===== config.mk =====
export PLATFORM = sky130hd
export DESIGN_NAME = ordered_value_list
export DESIGN_NICKNAME = d
export VERILOG_FILES = /design/src/rtl/olist_pkg.sv /design/src/rtl/olist_cell.sv /design/src/rtl/ordered_value_list.sv
export SDC_FILE = /design/constraint.sdc
export NUM_CORES = 1
export LEC_CHECK = 0
export BUFFER_PORTS_ARGS = -buffer_cell sky130_fd_sc_hd__buf_2
export CORE_ASPECT_RATIO = 0.9
export CORE_MARGIN = 1
export CORE_UTILIZATION = 30
export DETAILED_ROUTE_END_ITERATION = 16
export REMOVE_ABC_BUFFERS = 1
export SLEW_MARGIN = 20
export SYNTH_ARGS = -nofsm -noshare
export SYNTH_HDL_FRONTEND = slang
export SYNTH_SLANG_ARGS = --single-unit

===== constraint.sdc =====
create_clock -name clk -period 12.4 [get_ports clk]
set_input_delay 0.62 -clock clk [delete_from_list [all_inputs] [get_ports clk]]
set_output_delay 0.62 -clock clk [all_outputs]
set_load 0.02 [all_outputs]

===== src/rtl/olist_pkg.sv =====
// Shared codes, field widths and types for the ordered value list.
package olist_pkg;

  localparam int unsigned CMD_W   = 2;
  localparam int unsigned VALUE_W = 32;
  localparam int unsigned STAT_W  = 2;
  localparam int unsigned POS_W   = 5;
  localparam int unsigned CNT_W   = 5;

  localparam int unsigned IN_DATA_W  = 40;
  localparam int unsigned OUT_DATA_W = 16;

  localparam logic [CMD_W-1:0] CMD_INSERT = 2'd0;
  localparam logic [CMD_W-1:0] CMD_DELETE = 2'd1;
  localparam logic [CMD_W-1:0] CMD_SEARCH = 2'd2;

  localparam logic [STAT_W-1:0] ST_OK     = 2'd0;
  localparam logic [STAT_W-1:0] ST_ABSENT = 2'd1;
  localparam logic [STAT_W-1:0] ST_EMPTY  = 2'd2;
  localparam logic [STAT_W-1:0] ST_FULL   = 2'd3;

  typedef enum logic {
    S_IDLE,
    S_EXEC
  } olist_state_t;

  // Control broadcast from the sequencer to every cell.
  typedef struct packed {
    logic                      cap;       // latch compare result
    logic                      ins;       // append at the tail cell
    logic                      del;       // close the gap after first match
    logic signed [VALUE_W-1:0] cmp_value; // value compared on capture
    logic signed [VALUE_W-1:0] wr_value;  // value written on append
  } olist_ctrl_t;

endpackage


===== src/rtl/olist_cell.sv =====
// One list slot: stored entry, match flag, first-match chain and shift-down.
module olist_cell #(
  parameter int unsigned CW  = 5,
  parameter int unsigned IDX = 0
) (
  input  logic                                clk,
  input  olist_pkg::olist_ctrl_t              ctrl,
  input  logic [CW-1:0]                       count,
  input  logic signed [olist_pkg::VALUE_W-1:0] next_entry,
  input  logic                                seen_in,
  output logic signed [olist_pkg::VALUE_W-1:0] entry,
  output logic                                seen_out,
  output logic                                first
);

  localparam logic [CW-1:0] MY_IDX = CW'(IDX);

  logic signed [olist_pkg::VALUE_W-1:0] entry_r;
  logic                                 match_r;
  logic                                 valid;
  logic                                 tail;

  assign valid    = MY_IDX < count;
  assign tail     = MY_IDX == count;
  assign seen_out = seen_in | match_r;
  assign first    = match_r & ~seen_in;
  assign entry    = entry_r;

  always_ff @(posedge clk) begin
    if (ctrl.cap) begin
      match_r <= valid && (entry_r == ctrl.cmp_value);
    end
  end

  // Insert fills the tail; delete shifts down from the first match.
  always_ff @(posedge clk) begin
    if (ctrl.ins && tail) begin
      entry_r <= ctrl.wr_value;
    end else if (ctrl.del && seen_out) begin
      entry_r <= next_entry;
    end
  end

endmodule


===== src/rtl/ordered_value_list.sv =====
// Top level of the ordered value list: command sequencer, cell row, result register.
// A command is captured on its transfer while the cells latch their compare result; in the
// execute state the cells update and the result register loads once the result slot is free.
// A new command is taken only after the previous one has completed.
// Reset (rst_n low, synchronous): empties the list and drops any pending result;
// stored entries keep their contents, only entries below the count ever take part in a compare.
module ordered_value_list #(
  parameter int unsigned CAPACITY = 16
) (
  input  logic                                clk,
  input  logic                                rst_n,
  input  logic                                in_tvalid,
  output logic                                in_tready,
  input  logic [olist_pkg::IN_DATA_W-1:0]     in_tdata,  // [1:0] cmd, [33:2] value, zero pad
  output logic                                out_tvalid,
  input  logic                                out_tready,
  output logic [olist_pkg::OUT_DATA_W-1:0]    out_tdata  // [1:0] status, [6:2] position,
                                                         // [11:7] entry_count, zero pad
);

  localparam int unsigned CW = $clog2(CAPACITY + 1);
  localparam logic [CW-1:0] CAP_CNT = CW'(CAPACITY);
  localparam logic [CW-1:0] ONE     = CW'(1);

  // Sequencer state and the held command
  olist_pkg::olist_state_t state_r, state_nxt;
  logic [olist_pkg::CMD_W-1:0]          cmd_r;
  logic signed [olist_pkg::VALUE_W-1:0] value_r;
  logic [CW-1:0]                        count_r, count_nxt;

  logic in_xfer;
  logic exec_go;

  // Result register
  logic                         out_valid_r;
  logic [olist_pkg::STAT_W-1:0] res_status_r, res_status;
  logic [olist_pkg::POS_W-1:0]  res_pos_r, res_pos5;
  logic [olist_pkg::CNT_W-1:0]  res_cnt_r, res_cnt5;
  logic [CW-1:0]                res_pos;

  // Cell row
  olist_pkg::olist_ctrl_t               ctrl;
  logic                                 do_ins, do_del;
  logic signed [olist_pkg::VALUE_W-1:0] ent [CAPACITY];
  logic [CAPACITY:0]                    seen;
  logic [CAPACITY-1:0]                  first;
  logic                                 hit;
  logic [CW+olist_pkg::POS_W-1:0]       pos_wide, cnt_wide;

  assign in_xfer = in_tvalid & in_tready;

  // Next state: take a command in idle, finish it once the result slot is free.
  always_comb begin
    state_nxt = state_r;
    case (state_r)
      olist_pkg::S_IDLE: begin
        if (in_tvalid) state_nxt = olist_pkg::S_EXEC;
      end
      olist_pkg::S_EXEC: begin
        if (!out_valid_r || out_tready) state_nxt = olist_pkg::S_IDLE;
      end
      default: state_nxt = olist_pkg::S_IDLE;
    endcase
  end

  // Sequencer outputs
  always_comb begin
    in_tready = 1'b0;
    exec_go   = 1'b0;
    case (state_r)
      olist_pkg::S_IDLE: in_tready = 1'b1;
      olist_pkg::S_EXEC: exec_go   = !out_valid_r || out_tready;
      default: begin
        in_tready = 1'b0;
        exec_go   = 1'b0;
      end
    endcase
  end

  always_ff @(posedge clk) begin
    if (!rst_n) begin
      state_r <= olist_pkg::S_IDLE;
    end else begin
      state_r <= state_nxt;
    end
  end

  // Hold the command while it executes; the cells compare against the input value itself.
  always_ff @(posedge clk) begin
    if (in_xfer) begin
      cmd_r   <= in_tdata[olist_pkg::CMD_W-1:0];
      value_r <= in_tdata[olist_pkg::CMD_W +: olist_pkg::VALUE_W];
    end
  end

  // First match is the lowest cell with its flag set; the chain carries "seen" upward.
  assign seen[0] = 1'b0;
  assign hit     = seen[CAPACITY];

  // One-hot first-match flag to a 1-based position.
  always_comb begin
    res_pos = '0;
    for (int unsigned i = 0; i < CAPACITY; i++) begin
      res_pos = res_pos | (first[i] ? CW'(i + 1) : '0);
    end
  end

  // Decide the result and the update from the held command and the count.
  always_comb begin
    res_status = olist_pkg::ST_OK;
    count_nxt  = count_r;
    do_ins     = 1'b0;
    do_del     = 1'b0;
    pos_wide   = '0;
    case (cmd_r)
      olist_pkg::CMD_INSERT: begin
        if (count_r == CAP_CNT) begin
          res_status = olist_pkg::ST_FULL;
        end else begin
          do_ins    = 1'b1;
          count_nxt = count_r + ONE;
        end
      end
      olist_pkg::CMD_DELETE: begin
        if (count_r == '0) begin
          res_status = olist_pkg::ST_EMPTY;
        end else if (hit) begin
          do_del    = 1'b1;
          count_nxt = count_r - ONE;
        end else begin
          res_status = olist_pkg::ST_ABSENT;
        end
      end
      olist_pkg::CMD_SEARCH: begin
        if (hit) begin
          pos_wide = {{olist_pkg::POS_W{1'b0}}, res_pos};
        end else begin
          res_status = olist_pkg::ST_ABSENT;
        end
      end
      default: res_status = olist_pkg::ST_OK;
    endcase
  end

  // Mask position and count to the result field width.
  assign cnt_wide = {{olist_pkg::CNT_W{1'b0}}, count_nxt};
  assign res_pos5 = pos_wide[olist_pkg::POS_W-1:0];
  assign res_cnt5 = cnt_wide[olist_pkg::CNT_W-1:0];

  always_ff @(posedge clk) begin
    if (!rst_n) begin
      count_r <= '0;
    end else if (exec_go) begin
      count_r <= count_nxt;
    end
  end

  // Broadcast to the cells: capture on the command transfer, update on completion.
  always_comb begin
    ctrl.cap       = in_xfer;
    ctrl.ins       = exec_go & do_ins;
    ctrl.del       = exec_go & do_del;
    ctrl.cmp_value = in_tdata[olist_pkg::CMD_W +: olist_pkg::VALUE_W];
    ctrl.wr_value  = value_r;
  end

  for (genvar g = 0; g < CAPACITY; g++) begin : g_cell
    olist_cell #(
      .CW  (CW),
      .IDX (g)
    ) u_cell (
      .clk        (clk),
      .ctrl       (ctrl),
      .count      (count_r),
      .next_entry (ent[(g + 1 < CAPACITY) ? g + 1 : g]),
      .seen_in    (seen[g]),
      .entry      (ent[g]),
      .seen_out   (seen[g+1]),
      .first      (first[g])
    );
  end

  // Result register: load on completion, drop on the output transfer.
  always_ff @(posedge clk) begin
    if (!rst_n) begin
      out_valid_r <= 1'b0;
    end else if (exec_go) begin
      out_valid_r <= 1'b1;
    end else if (out_tready) begin
      out_valid_r <= 1'b0;
    end
  end

  always_ff @(posedge clk) begin
    if (exec_go) begin
      res_status_r <= res_status;
      res_pos_r    <= res_pos5;
      res_cnt_r    <= res_cnt5;
    end
  end

  assign out_tvalid = out_valid_r;
  assign out_tdata  = {4'b0000, res_cnt_r, res_pos_r, res_status_r};

endmodule


======== Yosys cells after proc, flatten, opt, wreduce, memory -nomap -nowiden ========
Index checks and enable logic that the tools add are counted.
operators by class
  reductions and logical operators ........ 68
  bitwise gates (word level) .............. 64
  mux-type cells .......................... 66
  magnitude comparators ................... 16
  add/sub/neg operators ................... 2
  equality and inequality tests ........... 34
operator list
  kind                                                count
  2-to-1 mux 32 bit                                   30
  == test 32 bit                                      16
  logical AND 1 bit                                   47
  == test 4 x 5 -> 1 bit (first input constant)       8
  < comparator 4 x 5 -> 1 bit (first input constant)  8
  2-to-1 mux 4 bit                                    8
  nonzero test 2 bit                                  16
  bitwise OR 4 bit                                    7
  == test 3 x 5 -> 1 bit (first input constant)       4
  < comparator 3 x 5 -> 1 bit (first input constant)  4
  2-to-1 mux 5 bit                                    4
  bitwise AND 1 bit                                   18
  inverter 1 bit                                      16
  bitwise OR 1 bit                                    15
  2-to-1 mux 1 bit                                    13
  2-to-1 mux 3 bit                                    4
  == test 2 x 5 -> 1 bit (first input constant)       2
  < comparator 1 x 5 -> 1 bit (first input constant)  2
  < comparator 2 x 5 -> 1 bit (first input constant)  2
  case mux 5 bit (2 select lines)                     1
  bitwise OR 3 bit                                    3
  2-to-1 mux 2 bit                                    4
  case mux 2 bit (3 select lines)                     1
  adder 5 x 1 -> 5 bit (second input constant)        1
  16 further kinds                                    16
storage, ports and cells
  word-level logic and storage cells ...... 290
  input port bits ......................... 44
  register bits ........................... 581
  output and inout bits ................... 18

======== Logic depth before layout (Yosys ltp) ========
  depth after elaboration ................. 22
  mapped depth ............................ 11
  mapped depth without buffers ............ 6

======== Modules after synthesis ========
A second synthesis with hierarchy kept.
second synthesis, totals
  cells, all modules ...................... 2051
  area, all modules ....................... 32504.9 µm²
by module, submodules not included
  module                              cells each  times used  sequential area each (µm²)  area each (µm²)
  olist_cell at g_cell[1].u_cell ...  118         2           991.0                       1920.6
  ordered_value_list                  152         1           1521.5                      2138.3
  olist_cell at g_cell[15].u_cell     118         1           991.0                       1943.1
  olist_cell at g_cell[2].u_cell      118         1           991.0                       1931.9
  olist_cell at g_cell[10].u_cell     120         1           991.0                       1928.1
  olist_cell at g_cell[9].u_cell      118         1           991.0                       1925.6
  olist_cell at g_cell[12].u_cell     120         1           991.0                       1909.3
  olist_cell at g_cell[14].u_cell     118         1           991.0                       1906.8
  olist_cell at g_cell[6].u_cell      120         1           991.0                       1905.6
  olist_cell at g_cell[4].u_cell      120         1           991.0                       1903.1
  olist_cell at g_cell[13].u_cell     119         1           991.0                       1899.3
  olist_cell at g_cell[8].u_cell      120         1           991.0                       1896.8
  olist_cell at g_cell[0].u_cell      118         1           991.0                       1895.6
  olist_cell at g_cell[11].u_cell     119         1           991.0                       1891.8
  +2 rows                             -           -           -                           -

======== Least setup slack after synthesis ========
No wires, ideal clock.
  kind .................................... reg-to-reg
  start ................................... register count_r[1]
  end ..................................... register g_cell[5].u_cell.entry_r (netlist bit g_cell[5].u_cell.entry[0]) (enable)
  cell stages (with the launch flop) ...... 11
  period minus slack after synthesis ...... 4.722 ns
  buffers on the path ..................... 4
  library setup time ...................... 0.466 ns
  arrival ................................. 4.256 ns
  required time ........................... 11.934 ns
  setup slack ............................. 7.678 ns
  cell sequence ........................... dfxtp_1 -> clkbuf_1 -> inv_1 -> ha_1 -> clkbuf_1 -> or4b_2 -> clkbuf_1 -> nand4_1 -> nand2b_1 -> buf_4 -> o21ai_0
on the way
  cells in the longest elaborated chain, start to end .. 6
ends and longest elaborated chain
  element                                                    line                                                  RTL
  from (decl)                                                ordered_value_list.sv:29                              logic [CW-1:0] count_r, count_nxt;
  from (signal assigned)                                     ordered_value_list.sv:154                             count_r <= count_nxt;
  == test 5 bit / logical NOT 5 bit (equally long branches)  ordered_value_list.sv:117, ordered_value_list.sv:125
  2-to-1 mux 1 bit, on equally long branches                 ordered_value_list.sv:117, ordered_value_list.sv:125
  2-to-1 mux 1 bit                                           ordered_value_list.sv:115                             case (cmd_r)
  bitwise AND 1 bit, on equally long branches                ordered_value_list.sv:161, ordered_value_list.sv:162
  logical AND 1 bit, on equally long branches                olist_cell.sv:37, olist_cell.sv:39
  nonzero test 2 bit (no source line) *                      -
  to (signal assigned)                                       olist_cell.sv:38                                      entry_r <= ctrl.wr_value;
  to (signal assigned)                                       olist_cell.sv:40                                      entry_r <= next_entry;
  to (decl)                                                  olist_cell.sv:18                                      logic signed [olist_pkg::VALUE_W-1:0] entry_r;
Every way passes the cells marked *; elsewhere a longest branch is shown, timed or not.
A chain may end at the register's enable or synchronous reset.

======== Final worst setup path ========
  start ................................... register count_r[1]
  end ..................................... register g_cell[12].u_cell.entry_r (netlist bit g_cell[12].u_cell.entry[16]) (enable)
on the way
  cells in the longest elaborated chain, start to end .. 6
ends and longest elaborated chain
  element                                                    line
  == test 5 bit / logical NOT 5 bit (equally long branches)  ordered_value_list.sv:117, ordered_value_list.sv:125
  2-to-1 mux 1 bit, on equally long branches                 ordered_value_list.sv:117, ordered_value_list.sv:125
  2-to-1 mux 1 bit                                           ordered_value_list.sv:115
  bitwise AND 1 bit, on equally long branches                ordered_value_list.sv:161, ordered_value_list.sv:162
  logical AND 1 bit, on equally long branches                olist_cell.sv:37, olist_cell.sv:39
  nonzero test 2 bit (no source line) *                      -
  to (signal assigned)                                       olist_cell.sv:38
  to (signal assigned)                                       olist_cell.sv:40
  to (decl)                                                  olist_cell.sv:18
Marks and branches as above.

==> results.toml <==
[die]
ios = 62
core_area_um2 = 100100
die_h_um = 303.6
die_x_um = 337.1
initial_core_util_pct = 30.31
die_area_um2 = 102400
rows = 110

[critical_path]
crit_path_max_fanout = 33
path_cells = "inv_1, ha_1, nand4bb_1, and4_1, nand3_2, o21ai_4, buf_16"
startpoint_type = "flip-flop"
cp_slowest_cell = "nand3_2"
cp_top_family = "simple AND/OR/NAND/NOR gates"
regToRegStartpoint = "count_r[1]$_SDFFE_PN0P_"
critPathBufInv = 2
cp.arrival_ns = 4.79
end_kind = "flip-flop"
worst-path-stages = 7
ff2ff_path_depth = 7
required_ns = 12.72
crit_start = "count_r[1]$_SDFFE_PN0P_"
timing.rr.end = "g_cell[12].u_cell.entry[16]$_DFFE_PP_"
rrSetupSlack_ns = 7.93
crit_end = "g_cell[12].u_cell.entry[16]$_DFFE_PP_"
slowest_delay_ns = 1.01
worst-setup-path-type = "reg -> reg"

[sta]
rsz0062_at_grt = "false"
fmax_mhz = 223.5
setup_violations = 0
fin_skew_ns = 0.02536
layout_min_cycle_time_ns = 4.474
drv_slew = 0
slew-limit-headroom_pct = 22.12
hold_violations = 0
fin_tns_setup_ns = 0
period_share_pct = 36.08
worst_pin_slew_ns = 1.168

[detailed_routing]
viasPerCell = 5.306
first_iter_violations = 2212
wl_met2_um = 39900
via_count = 18600
drc = 0
wl_met3_um = 9504
routedWlPerCell_um = 27.48
routed.top_layer = "met5"
drt-met1-wl_um = 44800
drt-pass1-iter-count = 7
routed_wl_um = 96310
postRouteAntennaNets = 0

[grt]
grt_overflow_total = 0
grt_pass1_wl_um = 138400
grt_usage_pct = 18.67
antenna_found_initial = 16
grt_pass1_vias = 18360
grt_max_degree = 51

[layout]
area_delta_synth_final_pct = 12.61
seq_area_um2 = 17380
fin_util_pct = 34.13
n_fill_cell = 9668
layout.nets = 2158
multiInputGateArea_um2 = 12440
drive_gt1_share_pct = 31.70
stdcell_area_um2 = 34150

[clocking]
clock_latency_ns = 0.62
cts_resized = 0
numCtsBuffers = 67
clock_sinks = 581
clockRootBuffer = "clkbuf_16"
post-cts-setup-buffers = 0
path_clk_slew_ns = 0.06
max-clock-path-buffers = 3
cts-hold-fix-buffers = 0
htreeDepth = 3
cts_tree = "yes"

[placement]
dpl.hpwl_um = 66610
place_area_um2 = 32090
gp_congestion = 0.8825
io_buffers = 51

[run_status]
status = "finished clean"

[logic_synthesis]
avgSynthCellArea_um2 = 14.30
async_flop_share_pct = 0
ys_warn_count = 0
synth-edff-count = 574
synth-seq-area-share_pct = 57.30
synthFlopType = "edfxtp_1"
synth_cell_types = 63
ys_ff_latch = 581
synth_area_um2 = 30320
synthCells = 2120

[hold_path]
hold_path.class = "in -> reg"
hold_depth = 1

[power]
p_seq_share_pct = 51.0
comb_power_share_pct = 7.0
swShare_pct = 25.15
ir_drop_mv = 0.09323
internal-power_uw = 3331
cellPowerDensity_nw_per_um2 = 130.3
p_leak_uw = 0.01127
p_switching_uw = 1119
power.clock.fraction_pct = 42.0
power.total_uw = 4450

[run]
drv_cap = 0
[worst min-delay path by stage]
stage,startpoint,endpoint
after CTS,in_tdata[0],cmd_r[0]$_DFFE_PP_
final,in_tdata[0],cmd_r[0]$_DFFE_PP_
after detailed placement,g_cell[10].u_cell.entry[24]$_DFFE_PP_,g_cell[9].u_cell.entry[24]$_DFFE_PP_
after global placement,g_cell[12].u_cell.entry[4]$_DFFE_PP_,g_cell[11].u_cell.entry[4]$_DFFE_PP_
after floorplan,g_cell[10].u_cell.entry[24]$_DFFE_PP_,g_cell[9].u_cell.entry[24]$_DFFE_PP_
after global routing,in_tdata[1],cmd_r[1]$_DFFE_PP_
[kinds of logic (layout without fill, tap and decap cells)]
kind of cell | after synthesis | after routing | synth area share [%]
AO/OA/AOI/OAI | 71 | 71 | 1.626
XOR/XNOR | 509 | 509 | 14.70
adder cells (fa/ha/maj) | 5 | 5 | 0.2063
buffers and inverters | 180 | 215 | 2.513
flip-flops | 581 | 581 | 57.30
multiplexers | 482 | 482 | 17.89
other | 1 | 7 | 0.01237
AND/OR/NAND/NOR | 291 | 291 | 5.744
[power by group through the flow]
stage / Sequential, uW / Clock (uW) / Combinational [uW]
3_3_place_gp: 2310 / 0 / 299
4_1_cts: 2270 / 1890 / 307
6_report: 2270 / 1870 / 312
2_1_floorplan: 2270 / 0 / 147
3_5_place_dp: 2310 / 0 / 304
5_1_grt: 2270 / 1950 / 329
[metal layers]
metal / vias up / GRT usage (%)
li1: 7900 / -
met5: - / 0
met1: 9682 / 28.55
met2: 861 / 26.00
met3: 135 / 4.850
met4: 18 / 4.091
[area by class of cell]
type	instances	share of cell area (%)
Clock inverter	34	0.6192
Multi-Input combinational cell	1362	36.43
Sequential cell	581	50.89
Timing Repair Buffer	83	1.744
Antenna cell	3	0.02198
Tap cell	1344	4.925
Clock buffer	84	5.221
Inverter	14	0.1539
[Yosys cell counts (4+ instances only)]
library cell | instances | area share, %
nand2_1 | 17 | 0.21
a31oi_1 | 4 | 0.083
a2111oi_0 | 5 | 0.14
buf_4 | 8 | 0.20
nand3_1 | 30 | 0.50
nand4_1 | 32 | 0.66
nor4_1 | 119 | 2.5
xor2_1 | 472 | 14
nor3_1 | 24 | 0.40
buf_2 | 45 | 0.74
or4_1 | 6 | 0.15
xnor2_1 | 37 | 1.1
nor2_1 | 21 | 0.26
clkbuf_1 | 101 | 1.3
o21bai_1 | 5 | 0.12
a21oi_1 | 6 | 0.099
inv_1 | 13 | 0.16
edfxtp_1 | 574 | 57
o21ai_0 | 21 | 0.35
buf_1 | 12 | 0.15
and3_1 | 4 | 0.083
nor2b_1 | 7 | 0.14
dfxtp_1 | 7 | 0.46
ha_1 | 5 | 0.21
mux2_2 | 481 | 18
nand2b_1 | 6 | 0.12
[flip-flops by register name, indices dropped and copies added, names as in the netlist, 2 cells and up]
name	flops
res_pos_r	5
g_cell.u_cell.match_r	16
res_status_r	2
value_r	32
g_cell.u_cell.entry	512
cmd_r	2
count_r	5
res_cnt_r	5
[worst reg2reg max path: cells and delay by family (launching register included)]
kind / cells / cell delay, ns
AOI/OAI and AO/OA: 1 / 0.71
buffers and inverters: 2 / 0.46
adders and majority gates: 1 / 0.39
DFF: 1 / 0.69
and+or+nand+nor: 3 / 1.92
[per-stage QoR]
step           setup slack, ns  std cells  hold WS [ns]
2_1_floorplan            7.832       1957        0.5520
3_3_place_gp             8.103       3378        0.5786
3_5_place_dp             8.082       3382        0.5837
4_1_cts                  8.050       3500        0.1794
5_1_grt                  7.774       3505        0.1935
6_report                 7.926       3505        0.1973
[cell usage in the layout (no fill, tap or decap), types with 8 or more instances in the layout]
| master | n |
|---|---|
| buf_2 | 51 |
| nor4_1 | 119 |
| o21ai_4 | 9 |
| edfxtp_1 | 574 |
| nand2_1 | 17 |
| xnor2_1 | 37 |
| nor3_1 | 23 |
| mux2_2 | 481 |
| clkbuf_16 | 69 |
| o21ai_0 | 13 |
| clkinv_2 | 8 |
| inv_1 | 13 |
| nand4_1 | 32 |
| clkbuf_1 | 15 |
| xor2_1 | 472 |
| nand3_1 | 24 |
| clkinv_1 | 19 |
| nor2_1 | 20 |
| buf_4 | 26 |
Note: power is estimated with default switching activity, not from simulation.
